**src/hdl/bba_ram.sv**
```systemverilog
// Generic simple dual-port RAM with registered read.
`timescale 1ns / 1ps
`default_nettype none
module bba_ram #(
  parameter int WIDTH = 8,
  parameter int DEPTH = 16
) (
  input  wire                      clk,
  input  wire                      we,
  input  wire [$clog2(DEPTH)-1:0]  waddr,
  input  wire [WIDTH-1:0]          wdata,
  input  wire                      re,
  input  wire [$clog2(DEPTH)-1:0]  raddr,
  output logic [WIDTH-1:0]         rdata
);

  logic [WIDTH-1:0] mem [DEPTH];

  // write port
  always_ff @(posedge clk) begin
    if (we) begin
      mem[waddr] <= wdata;
    end
  end

  // registered read port
  always_ff @(posedge clk) begin
    if (re) begin
      rdata <= mem[raddr];
    end
  end

endmodule
`default_nettype wire

```
**config.mk**
```make
export PLATFORM = sky130hd
export DESIGN_NAME = bba_ram
export DESIGN_NICKNAME = d
export VERILOG_FILES = /design/src/hdl/bba_ram.sv
export SDC_FILE = /design/constraint.sdc
export NUM_CORES = 1
export LEC_CHECK = 0
export BUFFER_PORTS_ARGS = -buffer_cell sky130_fd_sc_hd__buf_2
export CELL_PAD_IN_SITES_DETAIL_PLACEMENT = 0
export CELL_PAD_IN_SITES_GLOBAL_PLACEMENT = 1
export CORE_UTILIZATION = 32
export CTS_CLUSTER_DIAMETER = 100
export DETAILED_ROUTE_END_ITERATION = 16
export PLACE_DENSITY_LB_ADDON = 0.1
export SLEW_MARGIN = 25
export SYNTH_ARGS = -nofsm -noshare
export SYNTH_HDL_FRONTEND = slang
export SYNTH_SLANG_ARGS = --single-unit
```
**constraint.sdc**
```tcl
create_clock -name clk -period 2.05 [get_ports clk]
set_input_delay 0.205 -clock clk [delete_from_list [all_inputs] [get_ports clk]]
set_output_delay 0.205 -clock clk [all_outputs]
set_load 0.01 [all_outputs]
```
==> Word-level counts from Yosys, hierarchy flattened <==
Memories as Yosys holds them, arrays and structs flattened. A register that Yosys moved wholly into a read port is not among the register bits.
Index checks and enable logic that the tools add are counted.
{ "totals": {"ff_bits": 0, "ram_bits": 128, "input_bits": 19, "memories": 1} }
{ "classes": {"muxes": 2} }
{ "memory_table": {"columns": ["memory", "depth", "word_bits", "read_ports", "rd_clocked_by_memory_dff", "wr", "line_no", "source"], "rows": [
  ["mem", 16, 8, 1, 1, 1, "17", "logic [WIDTH-1:0] mem [DEPTH];"]
]} }
{ "op_table": {"columns": ["op", "n"], "rows": [
  ["1-bit two-way mux", 2]
]} }

==> Logic depth before layout (Yosys ltp) <==
Gate-level depths: netlist of run 1.
{ "depth": {"ltp_word": 2, "mapped_depth": 5} }

==> Worst setup path after synthesis of run 1 <==
No wires, ideal clock.
{ "synth_timing": {"path_type": "input to register", "start": "in waddr[2]", "end": "mem mem[0][0], enable pin", "arrival_time_ns": 1.315, "setup_slack_ns": 0.352, "stages": 2, "path_buffers": 0, "cell_sequence": "or3b_2 > nor3_1"} }
{ "synth_rtl": {"columns": ["element", "line_no", "source"], "rows": [
  ["start, declared", "10", "input wire [$clog2(DEPTH)-1:0] waddr,"],
  ["end, declared", "17", null]
]} }
Straight into the memory's write port.

==> flow_summary.yaml, run 1 <==
final_layout:
  register_area_mm2: 0.00408
  nets: 304
  drive_above_1_share_pct: 30.9
  fillers: 1454
  post-route-util_pct: 39.0
  areaGrowthSynthToFinish_pct: 19.1
  multi_input_area_mm2: 0.00106
power:
  vdd_drop_max_v: 0.000571
  p_leak_nw: 2.07
  power.density_mw_per_mm2: 967
  total_power_w: 0.00602
routing:
  dr.pass1.iters: 4
  via_per_inst: 4.80
  drt_wl_total_um: 11000
  wl_met3_um: 408
  wirelength_met1_um: 5200
  dr_total_vias: 2472
  drc: 0
  drtAntennaViolNets: 0
  dr_wl_met2_um: 5240
  top_layer: "met4"
  wl_per_cell_um: 21.4
  drt_iter0_markers: 296
grt:
  antenna_found_initial: 1
  overflow: 0
  gr-usage-all-layers_pct: 14.8
  grt_pass1_vias: 2607
  grt_max_degree: 33
  grt_pass1_wl_um: 16700
cts:
  worstSkewPairLatency_ns: 0.41
  cts_tree: "done"
  post_cts.repair.setup_buffers: 0
  cts_resized: 0
  root_buffer: "clkbuf_16"
  clkSinkCount: 136
  path_clk_slew_ns: 0.06
  cts_hold_buf: 0
  htree_levels: 4
  cts_buffer_depth: 2
  cts-buffers-inserted: 17
synth:
  yosysMostFrequentCell: "edfxtp_1"
  synth.distinct_cells: 18
  syn_inst: 229
  ys_async_sr_fraction_pct: 0
  yosys.area.top_type: "edfxtp_1"
  avgSynthCellArea_um2: 22.8
  synth-seq-area-share_pct: 78.1
  ys_top_cells_by_count: "edfxtp_1 (136), mux4_2 (18), a22oi_1 (16)"
  synth.top_cell.area_share_pct: 78.1
  syn_nets: 248
  synth-edff-count: 136
  yosys_warnings: 0
  synthFlopType: "edfxtp_1"
  syn_area_mm2: 0.00523
  yosys-top-cells-area: "edfxtp_1 (78%), mux4_2 (7.8%), mux4_1 (7.0%)"
  ys_ff_latch: 136
timing:
  finalClockSkew_ns: 0.00266
  fin_tns_setup_ns: 0
  final_max_slew_viol_count: 0
  worst_pin_slew_ns: 0.518
  max-slew-margin-rel_pct: 65.5
  min_period_ns: 1.51
  setup_viol: 0
  hold_viol: 0
  grt_setup_unrepaired: "no"
  post-route-period-util_pct: 73.5
  max_freq_mhz: 664
worst_hold_path:
  hold_class: "primary input to flip-flop"
  hold_depth: 1
  min_from: "wdata[1]"
critical_path:
  r2r_start: "mem[1][5]"
  crit_type: "flip-flop to flip-flop"
  cp_cell_sequence: "mux4_1 > a22oi_1 > nand2_1"
  cpPeakStageDelay_ns: 0.50
  startpoint: "mem[1][5]"
  worstSetupEndpointType: "flip-flop"
  critPathSlowestCell: "mux4_1"
  cp_data_arrival_time_ns: 1.66
  start_kind: "flip-flop"
  cp_max_fo: 1
  worstPathRequired_ns: 2.21
  reg2reg_depth: 3
outcome:
  status: "completed"
die:
  initial_core_util_pct: 32.8
  rows: 46
  die-area_mm2: 0.0169
  die_h_um: 130
  core_mm2: 0.0159
  ios: 27
  dieWidth_um: 130
placed_design:
  dp_hpwl_um: 6880
  gp_congestion: 0.664
  io_buffers: 26
job:
  cap_violations: 0
logic make-up after synthesis:
family | Yosys count | share of synthesized area, %
AOI/OAI and AO/OA | 16 | 2.30
muxes | 32 | 14.8
DFF | 136 | 78.1
and+or+nand+nor | 35 | 3.14
buffers and inverters | 10 | 1.65
per-stage QoR:
step	hold slack (ns)	instance area, um2	setup WS [ns]	cells
6_report	0.183	6220	0.543	515
2_1_floorplan	0.304	5230	0.352	229
4_1_cts	0.174	6220	0.500	514
3_5_place_dp	0.618	5720	0.235	482
5_1_grt	0.182	6220	0.463	514
3_3_place_gp	0.608	5720	0.260	482
final cells by class:
type                       instances  area share, %
clock buffer                      20           7.02
timing repair buffer              47           5.03
sequential                       136           65.6
multi-input combinational         83           17.0
clock inverter                    12          0.985
antenna                            1         0.0402
tap                              216           4.34
power by group:
part | leakage, nW | switching (W) | internal (W)
clock network | 0.245 | 0.00106 | 0.00151
logic | 0.593 | 0.000171 | 0.000125
registers | 1.24 | 0.0000166 | 0.00313
worst paths after layout:
check	to	slack, ns
worst max-delay path	rdata[5]	0.54
worst max register to register	rdata[5]	0.54
worst min register to register	rdata[6]	0.75
worst min-delay path	mem[6][1]	0.18
sequential cells by signal (all words and copies together), names as in the netlist:
register,cells
mem,128
rdata,8
placed cells by master, fill, tap and decap left out:
cell type / count
or3b_2: 1
mux4_1: 14
buf_12: 2
clkbuf_16: 17
nor3_1: 4
nand2_1: 9
clkbuf_1: 3
and2b_1: 1
buf_4: 19
edfxtp_1: 136
clkinvlp_4: 2
mux4_2: 18
nand2b_1: 2
nand3b_1: 2
buf_2: 26
diode_2: 1
nor2_1: 13
nand3_1: 1
a22oi_1: 16
and2_1: 1
nor2b_1: 1
clkinv_2: 7
clkinv_1: 3
critical path: cells and delay by family, from the launching register on:
kind / cells / cell delay, ns
multiplexers: 1 / 0.50
flip-flops: 1 / 0.35
AO/OA/AOI/OAI: 1 / 0.30
AND/OR/NAND/NOR: 1 / 0.09
metal layers:
layer	vias to the layer above	GRT usage [%]
met1	1316	19.6
li1	1095	-
met3	15	4.59
met5	-	0
met4	0	6.36
met2	46	22.4
(Power assumes the default switching activity.)
==> run 2: changes to the inputs <==
- clock period: 2.05 -> 1.5 ns (I/O delays scaled with it)
==> run 2 against run 1 <==
Against the previous run: register-to-register slack worse by 0.50 ns; worst setup slack got worse by 0.50 ns; wire length grew 1.7%; clock-buffer cell count fell by 2; critical path depth did not move; combinational power is 55% higher; critical endpoint is now rdata[2].
==> flow_summary.yaml, run 2 (same netlist as run 1, synthesis figures left out) <==
power:
  vdd_drop_max_v: 0.000811
  total_power_w: 0.00921
  p_leak_nw: 2.19
  power.density_mw_per_mm2: 1410
cts:
  htree_levels: 4
  root_buffer: "clkbuf_16"
  cts-buffers-inserted: 17
  path_clk_slew_ns: 0.06
  clkSinkCount: 136
  cts_hold_buf: 0
  cts_buffer_depth: 2
  worstSkewPairLatency_ns: 0.41
  cts_tree: "done"
  post_cts.repair.setup_buffers: 0
timing:
  hold_viol: 0
  fin_tns_setup_ns: 0
  grt_setup_unrepaired: "no"
  worst_pin_slew_ns: 0.973
  finalClockSkew_ns: 0.00678
  setup_viol: 0
  post-route-period-util_pct: 97.1
  max-slew-margin-rel_pct: 35.0
  max_freq_mhz: 687
  final_max_slew_viol_count: 0
  min_period_ns: 1.46
job:
  cap_violations: 0
routing:
  drtAntennaViolNets: 0
  dr_total_vias: 2482
  dr.pass1.iters: 4
  drt_iter0_markers: 163
  drt_wl_total_um: 11200
  via_per_inst: 4.74
  wl_per_cell_um: 21.4
  drc: 0
die:
  core_mm2: 0.0159
  die_h_um: 130
  initial_core_util_pct: 32.8
  ios: 27
  rows: 46
  die-area_mm2: 0.0169
  dieWidth_um: 130
grt:
  gr-usage-all-layers_pct: 15.1
  antenna_found_initial: 0
  grt_pass1_vias: 2581
  met3_usage_pct: 3.61
  grt_max_degree: 17
  grt-busiest-layer: "met2"
  met2_usage_pct: 22.8
  overflow: 0
  grt_pass1_wl_um: 16900
  grtUsageMet1_pct: 20.4
final_layout:
  n_antenna_cell: 0
  areaGrowthSynthToFinish_pct: 24.7
  largest_register_ff_count: 128
  regMostFlops: "mem"
  final_common_cell: "edfxtp_1"
  nets: 314
  drive_above_1_share_pct: 36.4
  top_regs: "mem x128, rdata x8"
  final_cell_mix: "edfxtp_1 (136), buf_2 (26), buf_4 (25)"
placed_design:
  io_buffers: 26
  gp_congestion: 0.688
  dp_hpwl_um: 7250
critical_path:
  crit_buf_inv: 0
  worstPathRequired_ns: 1.66
  cp_data_arrival_time_ns: 1.62
  critPathSlowestCell: "mux4_1"
  path_delay_family: "multiplexers"
  crit_type: "flip-flop to flip-flop"
  start_kind: "flip-flop"
  cpPeakStageDelay_ns: 0.53
  cp_cell_sequence: "mux4_1 > a22oi_2 > nand2_1"
  cp_max_fo: 1
  worstSetupEndpointType: "flip-flop"
worst_hold_path:
  hold_class: "primary input to flip-flop"
outcome:
  status: "completed"
## run 2: changes by cell type in the layout (fill, tap and decap cells not counted), moves of 2 or more
cell / change
bufinv_16: +5
a22oi_2: +6
clkinvlp_4: +3
buf_12: +4
a22oi_1: -6
clkbuf_1: -2
buf_4: +6
clkinv_2: -5
## run 2: worst paths after layout
kind | end | startpoint | slack, ns | cells after the start
worst min register to register | rdata[4] | mem[7][4] | 0.76 | 3
worst max-delay path | rdata[2] | mem[1][2] | 0.04 | 3
worst min-delay path | rdata[2] | re | 0.11 | 1
worst max register to register | rdata[2] | mem[1][2] | 0.04 | 3
## run 2: cell type report
cell class              instances  area [um2]
clock buffers                  18         429
fillers                      1436        9420
well taps                     216         270
clock inverters                14         205
multi-input cells              83        1090
repair buffers                 57         438
flip-flops and latches        136        4080
## run 2: per-layer routing
layer	up-vias	wire length [um]
li1	1112	-
met1	1302	5500
met2	56	5100
met3	12	412
met4	0	204
met5	-	0
## run 2: timing repair
action / 4_1_cts / 5_1_grt
setup endpoints to repair: 0 / 5
endpoints found under the hold margin: 0 / 0
gates resized for setup: 0 / 6
## run 2: power breakdown
part	switching, W	internal, W
sequential	0.0000220	0.00428
clock	0.00152	0.00293
combinational	0.000252	0.000207
## run 2: through the flow
stage | hold WS [ns] | utilization (%) | cell area (um2) | setup slack, ns | instances
2_1_floorplan | 0.249 | - | 5230 | 0.0676 | 229
3_3_place_gp | 0.529 | 36.7 | 5850 | -0.216 | 492
3_5_place_dp | 0.527 | 36.7 | 5850 | -0.210 | 492
4_1_cts | 0.0853 | 40.7 | 6490 | 0.0118 | 524
5_1_grt | 0.0982 | 40.9 | 6520 | 0.00926 | 524
6_report | 0.106 | 40.9 | 6520 | 0.0442 | 524
==> run 3: changes to the inputs <==
--- a/config.mk
+++ b/config.mk
@@ -7,3 +7,2 @@
 export LEC_CHECK = 0
-export BUFFER_PORTS_ARGS = -buffer_cell sky130_fd_sc_hd__buf_2
 export CELL_PAD_IN_SITES_DETAIL_PLACEMENT = 0
@@ -13,2 +12,3 @@
 export DETAILED_ROUTE_END_ITERATION = 16
+export DONT_BUFFER_PORTS = 1
 export PLACE_DENSITY_LB_ADDON = 0.1
==> constraint.sdc (replaced) <==
create_clock -name clk -period 1.5 [get_ports clk]
set_input_delay 0.225 -clock clk [delete_from_list [all_inputs] [get_ports clk]]
set_output_delay 0.225 -clock clk [all_outputs]
set_load 0.01 [all_outputs]
==> run 3 against run 2 <==
Against the previous run: non-clock buffer count down 32; die area stayed put; worst setup slack better by 0.0082 ns; critical path type unchanged; wire length is 2.0% higher; critical endpoint is now rdata[5]; clock skew is 0.0065 ns higher; largest power group is now sequential cells; register-to-register slack about the same; via count down 3.1%; first-iteration DRC count increased by 50%; hold slack better by 0.054 ns; utilization shrank 2.3 points.
==> flow_summary.yaml, run 3 (same netlist as run 1, synthesis figures left out) <==
grt:
  grt_pass1_wl_um: 17300
  overflow: 0
  grt_max_degree: 33
  grt_pass1_vias: 2611
  antenna_found_initial: 0
  gr-usage-all-layers_pct: 15.4
final_layout:
  top_regs: "mem x128, rdata x8"
  post-route-util_pct: 38.6
  final_common_cell: "edfxtp_1"
  final_area_mm2: 0.00616
  nets: 282
  n_antenna_cell: 0
  finalNonFillerCells: 491
  areaGrowthSynthToFinish_pct: 17.8
  drive_above_1_share_pct: 22.5
  final_cell_mix: "edfxtp_1 (136), mux4_2 (18), clkbuf_16 (17)"
  largest_register_ff_count: 128
  regMostFlops: "mem"
cts:
  path_clk_slew_ns: 0.05
  htree_levels: 4
  cts_tree: "done"
  root_buffer: "clkbuf_16"
  cts_buffer_depth: 2
  worstSkewPairLatency_ns: 0.41
  post_cts.repair.setup_buffers: 0
  clkSinkCount: 136
  cts-buffers-inserted: 17
die:
  initial_core_util_pct: 32.8
  die_h_um: 130
  die-area_mm2: 0.0169
  ios: 27
  dieWidth_um: 130
  rows: 46
  core_mm2: 0.0159
placed_design:
  place_area_mm2: 0.00555
  pre_cts_slack_ns: -0.0362
  io_buffers: 0
  gp_congestion: 0.653
  dp_hpwl_um: 6940
  dp_cells: 451
routing:
  drt_iter0_markers: 245
  drc: 0
  drtAntennaViolNets: 0
  wl_met3_um: 481
  wl_per_cell_um: 23.3
  dr_wl_met2_um: 5350
  via_per_inst: 4.90
  dr_total_vias: 2406
  wirelength_met1_um: 5460
  drt_wl_total_um: 11400
  dr.pass1.iters: 4
  top_layer: "met4"
timing:
  setup_viol: 0
  finalClockSkew_ns: 0.0133
  max-slew-margin-rel_pct: 38.0
  hold_viol: 0
  post-route-period-util_pct: 96.5
  final_max_slew_viol_count: 0
  finalWorstSetupSlack_ns: 0.0524
  max_freq_mhz: 691
  min_period_ns: 1.45
  worst_pin_slew_ns: 0.929
  grt_setup_unrepaired: "no"
critical_path:
  crit_type: "flip-flop to flip-flop"
  worstPathRequired_ns: 1.65
  cp_max_fo: 1
  worstSetupEndpointType: "flip-flop"
  start_kind: "flip-flop"
  cp_data_arrival_time_ns: 1.60
power:
  total_power_w: 0.00810
  power.density_mw_per_mm2: 1320
  p_leak_nw: 1.97
  vdd_drop_max_v: 0.000776
worst_hold_path:
  hold_class: "primary input to flip-flop"
job:
  cap_violations: 0
outcome:
  status: "completed"
==> run 3: per-layer routing <==
layer,GRT usage (%),vias up
li1,-,1049
met1,20.9,1288
met2,23.3,58
met3,4.76,11
met4,5.95,0
met5,0,-
==> run 3: cell type report <==
cell class | count | area [um2]
Fill cell | 1475 | 9790
Sequential cell | 136 | 4080
Clock inverter | 6 | 27.5
Multi-Input combinational cell | 83 | 1100
Clock buffer | 25 | 455
Tap cell | 216 | 270
Timing Repair Buffer | 25 | 223
==> run 3: power breakdown <==
group          internal [W]  switching, W
Combinational      0.000151      0.000180
Sequential          0.00429     0.0000317
Clock               0.00207       0.00138
==> run 3: final timing paths <==
| kind | from | end | slack, ns | depth (start not counted) |
|---|---|---|---|---|
| max | mem[7][5] | rdata[5] | 0.05 | 3 |
| min | waddr[1] | mem[0][1] | 0.16 | 2 |
| max reg2reg | mem[7][5] | rdata[5] | 0.05 | 3 |
| min reg2reg | mem[0][3] | rdata[3] | 0.77 | 3 |
==> run 3: repair_timing <==
action / in CTS / in global routing
endpoints found under the hold margin: 136 / 0
setup endpoints to repair: 4 / 4
resized for setup: 4 / 3
cloned: 0 / 0
pin swaps: 0 / 2
hold buffers: 9 / 0
==> run 3: critical path, cell delays in order, from the launching register on <==
cell and delay [ns]:
edfxtp_1 0.35, mux4_2 0.55, a22oi_1 0.21, nand2_1 0.09
==> run 3: through the flow <==
step / setup TNS, ns / hold WS, ns
2_1_floorplan: -0.00289 / 0.324
3_3_place_gp: -0.125 / 0.325
3_5_place_dp: -0.107 / 0.326
4_1_cts: 0 / 0.145
5_1_grt: 0 / 0.143
6_report: 0 / 0.161
